### src/hdl/bitmap_signed_distance_query_top_macros.svh
// assertion macros for the bitmap signed distance query block
`ifndef BITMAP_SIGNED_DISTANCE_QUERY_TOP_MACROS_SVH
`define BITMAP_SIGNED_DISTANCE_QUERY_TOP_MACROS_SVH
`ifndef SYNTH
`define BSDQ_ASSERT_IMPL(label, ante, cons) \
  label: assert property (@(posedge clk_i) disable iff (!rst_ni) (ante) |-> (cons)) \
    else $error("bsdq same-cycle check failed");
`define BSDQ_ASSERT_NEXT(label, ante, cons) \
  label: assert property (@(posedge clk_i) disable iff (!rst_ni) (ante) |=> (cons)) \
    else $error("bsdq next-cycle check failed");
`else
`define BSDQ_ASSERT_IMPL(label, ante, cons)
`define BSDQ_ASSERT_NEXT(label, ante, cons)
`endif
`endif

### src/hdl/bsdq_pkg.sv
// shared types and constants of the bitmap signed distance query block
package bsdq_pkg;

  localparam int unsigned CFG_IDX_W  = 3;
  localparam int unsigned CFG_DATA_W = 32;
  localparam int unsigned COORD_IN_W = 6;
  localparam int unsigned FIX_W      = 32;
  localparam int unsigned STEP_W     = 31;
  localparam int unsigned DIM_REG_W  = 7;
  localparam int unsigned DIV_STEPS  = 32;
  localparam int unsigned DCNT_W     = 6;

  typedef enum logic [CFG_IDX_W-1:0] {
    REG_GRID_W    = 3'd0,
    REG_GRID_H    = 3'd1,
    REG_ORIGIN_X  = 3'd2,
    REG_ORIGIN_Y  = 3'd3,
    REG_CELL_STEP = 3'd4
  } reg_idx_e;

  typedef enum logic {
    KIND_WRITE = 1'b0,
    KIND_QUERY = 1'b1
  } kind_e;

  typedef enum logic [1:0] {
    SIDE_TOP    = 2'd0,
    SIDE_BOTTOM = 2'd1,
    SIDE_LEFT   = 2'd2,
    SIDE_RIGHT  = 2'd3
  } side_e;

  typedef enum logic [4:0] {
    ST_CLEAR,
    ST_IDLE,
    ST_DIV_X,
    ST_DIV_Y,
    ST_GRID,
    ST_CTR_RD,
    ST_CTR_CK,
    ST_IN_RD,
    ST_IN_CK,
    ST_RING,
    ST_SEG,
    ST_RNG_RD,
    ST_RNG_CK,
    ST_D0,
    ST_D1,
    ST_D2,
    ST_D3,
    ST_D4,
    ST_ADV,
    ST_SQRT,
    ST_FIN
  } ctrl_state_e;

  typedef enum logic [2:0] {
    MUL_NONE,
    MUL_I,
    MUL_J,
    MUL_AX,
    MUL_AY
  } mul_sel_e;

  typedef enum logic [1:0] {
    RES_OFF_GRID,
    RES_ON_CELL,
    RES_NONE,
    RES_DIST
  } res_sel_e;

  typedef struct packed {
    logic     clr_step;
    logic     pix_wr;
    logic     capture;
    logic     div_step;
    logic     div_to_y;
    logic     div_fin_y;
    logic     ctr_load;
    logic     in_load;
    logic     in_acc;
    logic     step;
    logic     ring_first;
    logic     ring_next;
    logic     side_next;
    logic     seg_load;
    mul_sel_e mul_sel;
    logic     ld_ax;
    logic     ld_ay;
    logic     ld_acc;
    logic     upd_best;
    logic     sqrt_load;
    logic     sqrt_step;
    logic     out_load;
    res_sel_e res_sel;
  } dp_cmd_t;

  typedef struct packed {
    logic clr_done;
    logic div_done;
    logic off_grid;
    logic x_zero;
    logic pix;
    logic at_end;
    logic seg_ok;
    logic last_side;
    logic ring_over;
    logic best_valid;
    logic sqrt_done;
    logic out_full;
  } dp_sts_t;

endpackage

### src/hdl/bsdq_ctrl.sv
// controller state machine of the bitmap signed distance query block
`include "bitmap_signed_distance_query_top_macros.svh"
module bsdq_ctrl (
  input  logic               clk_i,
  input  logic               rst_ni,
  input  logic               in_valid_i,
  input  logic               in_kind_i,
  output logic               in_ready_o,
  input  logic               out_ready_i,
  input  bsdq_pkg::dp_sts_t  sts_i,
  output bsdq_pkg::dp_cmd_t  cmd_o
);
  import bsdq_pkg::*;

  ctrl_state_e state_q, state_d;
  res_sel_e    res_q, res_d;

  always_ff @(posedge clk_i or negedge rst_ni) begin
    if (!rst_ni) begin
      state_q <= ST_CLEAR;
      res_q   <= RES_NONE;
    end else begin
      state_q <= state_d;
      res_q   <= res_d;
    end
  end

  always_comb begin
    state_d       = state_q;
    res_d         = res_q;
    in_ready_o    = 1'b0;
    cmd_o         = '0;
    cmd_o.mul_sel = MUL_NONE;
    cmd_o.res_sel = res_q;
    case (state_q)
      ST_CLEAR: begin
        cmd_o.clr_step = 1'b1;
        if (sts_i.clr_done) state_d = ST_IDLE;
      end
      ST_IDLE: begin
        in_ready_o = 1'b1;
        if (in_valid_i) begin
          if (in_kind_i == KIND_QUERY) begin
            cmd_o.capture = 1'b1;
            state_d = ST_DIV_X;
          end else begin
            cmd_o.pix_wr = 1'b1;
          end
        end
      end
      ST_DIV_X: begin
        if (sts_i.div_done) begin
          cmd_o.div_to_y = 1'b1;
          state_d = ST_DIV_Y;
        end else begin
          cmd_o.div_step = 1'b1;
        end
      end
      ST_DIV_Y: begin
        if (sts_i.div_done) begin
          cmd_o.div_fin_y = 1'b1;
          state_d = ST_GRID;
        end else begin
          cmd_o.div_step = 1'b1;
        end
      end
      ST_GRID: begin
        if (sts_i.off_grid) begin
          res_d = RES_OFF_GRID;
          state_d = ST_FIN;
        end else begin
          cmd_o.ctr_load = 1'b1;
          state_d = ST_CTR_RD;
        end
      end
      ST_CTR_RD: state_d = ST_CTR_CK;
      ST_CTR_CK: begin
        if (sts_i.pix) begin
          res_d = RES_ON_CELL;
          state_d = ST_FIN;
        end else if (sts_i.x_zero) begin
          cmd_o.ring_first = 1'b1;
          state_d = ST_RING;
        end else begin
          cmd_o.in_load = 1'b1;
          state_d = ST_IN_RD;
        end
      end
      ST_IN_RD: state_d = ST_IN_CK;
      ST_IN_CK: begin
        cmd_o.in_acc = 1'b1;
        if (sts_i.at_end) begin
          cmd_o.ring_first = 1'b1;
          state_d = ST_RING;
        end else begin
          cmd_o.step = 1'b1;
          state_d = ST_IN_RD;
        end
      end
      ST_RING: begin
        if (sts_i.ring_over) begin
          res_d = RES_NONE;
          state_d = ST_FIN;
        end else begin
          state_d = ST_SEG;
        end
      end
      ST_SEG: begin
        if (sts_i.seg_ok) begin
          cmd_o.seg_load = 1'b1;
          state_d = ST_RNG_RD;
        end else if (!sts_i.last_side) begin
          cmd_o.side_next = 1'b1;
        end else if (sts_i.best_valid) begin
          cmd_o.sqrt_load = 1'b1;
          state_d = ST_SQRT;
        end else begin
          cmd_o.ring_next = 1'b1;
          state_d = ST_RING;
        end
      end
      ST_RNG_RD: state_d = ST_RNG_CK;
      ST_RNG_CK: state_d = sts_i.pix ? ST_D0 : ST_ADV;
      ST_D0: begin
        cmd_o.mul_sel = MUL_I;
        state_d = ST_D1;
      end
      ST_D1: begin
        cmd_o.ld_ax = 1'b1;
        cmd_o.mul_sel = MUL_J;
        state_d = ST_D2;
      end
      ST_D2: begin
        cmd_o.ld_ay = 1'b1;
        cmd_o.mul_sel = MUL_AX;
        state_d = ST_D3;
      end
      ST_D3: begin
        cmd_o.ld_acc = 1'b1;
        cmd_o.mul_sel = MUL_AY;
        state_d = ST_D4;
      end
      ST_D4: begin
        cmd_o.upd_best = 1'b1;
        state_d = ST_ADV;
      end
      ST_ADV: begin
        if (!sts_i.at_end) begin
          cmd_o.step = 1'b1;
          state_d = ST_RNG_RD;
        end else if (!sts_i.last_side) begin
          cmd_o.side_next = 1'b1;
          state_d = ST_SEG;
        end else if (sts_i.best_valid) begin
          cmd_o.sqrt_load = 1'b1;
          state_d = ST_SQRT;
        end else begin
          cmd_o.ring_next = 1'b1;
          state_d = ST_RING;
        end
      end
      ST_SQRT: begin
        if (sts_i.sqrt_done) begin
          res_d = RES_DIST;
          state_d = ST_FIN;
        end else begin
          cmd_o.sqrt_step = 1'b1;
        end
      end
      ST_FIN: begin
        if (!sts_i.out_full || out_ready_i) begin
          cmd_o.out_load = 1'b1;
          state_d = ST_IDLE;
        end
      end
      default: state_d = ST_IDLE;
    endcase
  end

  `BSDQ_ASSERT_IMPL(a_out_load_free, cmd_o.out_load, !sts_i.out_full || out_ready_i)
  `BSDQ_ASSERT_NEXT(a_query_starts_div, in_valid_i && in_ready_o && (in_kind_i == KIND_QUERY), state_q == ST_DIV_X)
  `BSDQ_ASSERT_IMPL(a_sqrt_has_best, cmd_o.sqrt_load, sts_i.best_valid)
  `BSDQ_ASSERT_IMPL(a_ready_only_idle, in_ready_o, (state_q == ST_IDLE) && (res_q == res_d))

endmodule

### config.mk
export PLATFORM = sky130hd
export DESIGN_NAME = bsdq_ctrl
export DESIGN_NICKNAME = d
export VERILOG_FILES = /design/src/hdl/bsdq_pkg.sv /design/src/hdl/bsdq_ctrl.sv
export VERILOG_INCLUDE_DIRS = /design/src /design/src/hdl
export SDC_FILE = /design/constraint.sdc
export NUM_CORES = 1
export LEC_CHECK = 0
export ABC_AREA = 0
export BUFFER_PORTS_ARGS = -buffer_cell sky130_fd_sc_hd__clkbuf_2
export CAP_MARGIN = 20
export CELL_PAD_IN_SITES_DETAIL_PLACEMENT = 1
export CELL_PAD_IN_SITES_GLOBAL_PLACEMENT = 1
export CORE_ASPECT_RATIO = 1.75
export CORE_UTILIZATION = 25
export CTS_CLUSTER_SIZE = 40
export DETAILED_ROUTE_END_ITERATION = 8
export PLACE_DENSITY_LB_ADDON = 0.1
export SETUP_SLACK_MARGIN = 0.3
export SYNTH_ARGS = -nofsm -noshare
export SYNTH_HDL_FRONTEND = slang
export SYNTH_SLANG_ARGS = --single-unit
### constraint.sdc
create_clock -name clk_i -period 3.21 [get_ports clk_i]
set_clock_uncertainty 0.2 [all_clocks]
set_input_delay 0.642 -clock clk_i [delete_from_list [all_inputs] [get_ports clk_i]]
set_output_delay 0.642 -clock clk_i [all_outputs]
set_load 0.01 [all_outputs]
==> impl_metrics.ini <==
[grt]
grt_pass1_wl_um = 6980
track_usage_pct = 20.0
grt_pass1_vias = 1411
grt_start_max_net_pins = 23
grt_antenna_before_repair = 0
overflow = 0

[route]
wl_per_cell_um = 17.3
drt_wl_total_um = 4370
firstDrtPassIters = 4
antenna_left = 0
vias = 1398
drt_iter0_markers = 21
vias_per_cell = 5.53
route.detailed.drc = 0

[sta]
finalCriticalPeriod_ns = 2.76
max_slew_margin_pct = 64.8
fmax_mhz = 362
worstMarginPinSlew_ns = 0.514
period_share_pct = 86.0
hold_slack_ns = 0.0497
maxSlewViolCount = 0
final.setup.tns_ns = 0
rsz0062_at_grt = false
setup_viol = 0
final_hold_viol_count = 0

[run]
drv_cap = 0

[synthesis]
ys_top_cells_by_area = dfrtp_1, nor2_1, a21oi_1, nand2b_1, o21ai_0
synth_most_common_cell = nor2_1
synthCells = 166
synth_top_cell_by_area = dfrtp_1
syn_avg_cell_area_sq_um = 6.60
yosysSeqAreaShare_pct = 16.1
synth_cell_types = 49
ys.flop_type = dfrtp_1
syn-num-nets = 183
syn-cell-area_sq_um = 1100
ys_warn_count = 0
synthArstFlopShare_pct = 100
synth_edf_count = 0
synthTopCellsByCount = nor2_1, a21oi_1, o21ai_0
ys_seq_elements = 7
synth.top_cell.area_share_pct = 13.7

[worst_setup_path]
slowest_delay_ns = 0.53
worstPathMaxFanout = 22
cp_slowest_cell = dfrtp_2
r2r_cells = 6
worst_ep_arrival_time_ns = 1.92
r2r-end = state_q[0]
path_cells = or3_1 > nor2_2 > a21oi_1 > nor3_1 > clkbuf_2
crit_path_end_kind = output pin
regToRegSetupSlack_ns = 0.77
startpoint = state_q[2]
required_ns = 2.37
critPathLaunchType = flip-flop
path_class = reg -> out
reg2reg_from = state_q[1]

[clocking]
clock_path_buffers = 2
cts_root_buf = clkbuf_8
clock_latency_ns = 0.22
cts_buffers = 3
clock-sinks = 7
cts.clk_slew.worst_paths_ns = 0.04
cts_tree = yes
cts-htree-levels = 1
cts_setup_buffers = 0

[finish]
antenna_cells = 0
syn_to_final_growth_pct = 27.4
nNetsFinal = 222
drive_above_1_share_pct = 30.4

[place]
dpl.hpwl_um = 3530
place_congestion = 0.966
io_buffers = 43

[floorplanning]
initial_utilization_pct = 26.4
die_x_um = 52.1
ioPinCount = 44
core-area_sq_um = 4150
num_rows = 31
fp.dieH_um = 89.6
dieArea_sq_um = 4660

[hold_path]
min_path_type = in -> async

[power_and_ir_drop]
vdd_drop_max_uv = 626
pwr_density_cell_nw_per_um2 = 781
power.total_mw = 1.09
p_leak_nw = 0.634

[run_status]
status = finished clean
==> per-layer routing <==
| layer | GRT usage [%] | up-vias | routed length [um] |
|---|---|---|---|
| met5 | 0 | - | 0 |
| met4 | 7.37 | 0 | 109 |
| met3 | 1.68 | 6 | 72 |
| met2 | 37.6 | 29 | 2480 |
| met1 | 22.6 | 683 | 1710 |
| li1 | - | 680 | - |
==> timing repair <==
item	in CTS	in global routing
gates resized for setup	1	2
endpoints found under the setup margin	1	3
hold buffers	0	0
==> worst max-delay path, delay by kind of cell (launching register included) <==
kind,cells,cell delay [ns]
and+or+nand+nor,3,0.88
DFF,1,0.53
buffers and inverters,1,0.16
AOI/OAI and AO/OA,1,0.11
==> cells in the final DEF, fill, tap and decap left out, types with 3 or more instances in the layout <==
cell and count:
nand2_1 8, nor3_1 9, or3_1 4, clkbuf_8 3
nand2b_1 8, and3_1 5, a21oi_1 10, buf_4 4
clkbuf_2 43, o21ai_0 10, and2_1 4, inv_1 7
o22ai_1 3, nand3_1 3, nor2_1 27, dfrtp_1 4
nor4_1 3
==> logic make-up after synthesis <==
group	synth area share, %
multiplexers	4.11
buffers and inverters	7.88
flip-flops	16.1
adder cells (fa/ha/maj)	0.913
AND/OR/NAND/NOR	46.0
AO/OA/AOI/OAI	25.0
==> power breakdown <==
part / internal [mW] / leakage, nW / switching, mW
clock network: 0.0854 / 0.0228 / 0.0323
logic: 0.310 / 0.528 / 0.465
registers: 0.130 / 0.0827 / 0.0676
total: 0.526 / 0.634 / 0.565
==> state kept, by name (all words and copies together), names as in the netlist <==
signal   flops
res_q        2
state_q      5
==> area by class of cell <==
class                   instances  area [sq um]
clock buffers                   4          45.0
multi-input cells             138           836
repair buffers                 47           245
inverters                       8          30.0
well taps                      49          61.3
flip-flops and latches          7           179
fillers                       545          2750
==> through the flow <==
stage	instance area (sq um)	std cells	setup WS (ns)	util, %
2_1_floorplan	1100	166	0.799	-
3_3_place_gp	1350	249	0.567	32.4
3_5_place_dp	1350	249	0.512	32.4
4_1_cts	1390	253	0.306	33.6
5_1_grt	1400	253	0.318	33.6
6_report	1400	253	0.450	33.6
==> worst max-delay path by stage <==
stage	depth (start not counted)	slack, ns	to
3_5_place_dp	5	0.51	cmd_o[14]
5_1_grt	5	0.32	cmd_o[14]
3_3_place_gp	5	0.57	cmd_o[14]
2_1_floorplan	6	0.80	cmd_o[14]
6_report	5	0.45	cmd_o[14]
4_1_cts	5	0.31	cmd_o[14]
Power figures use the tool's default switching activity.
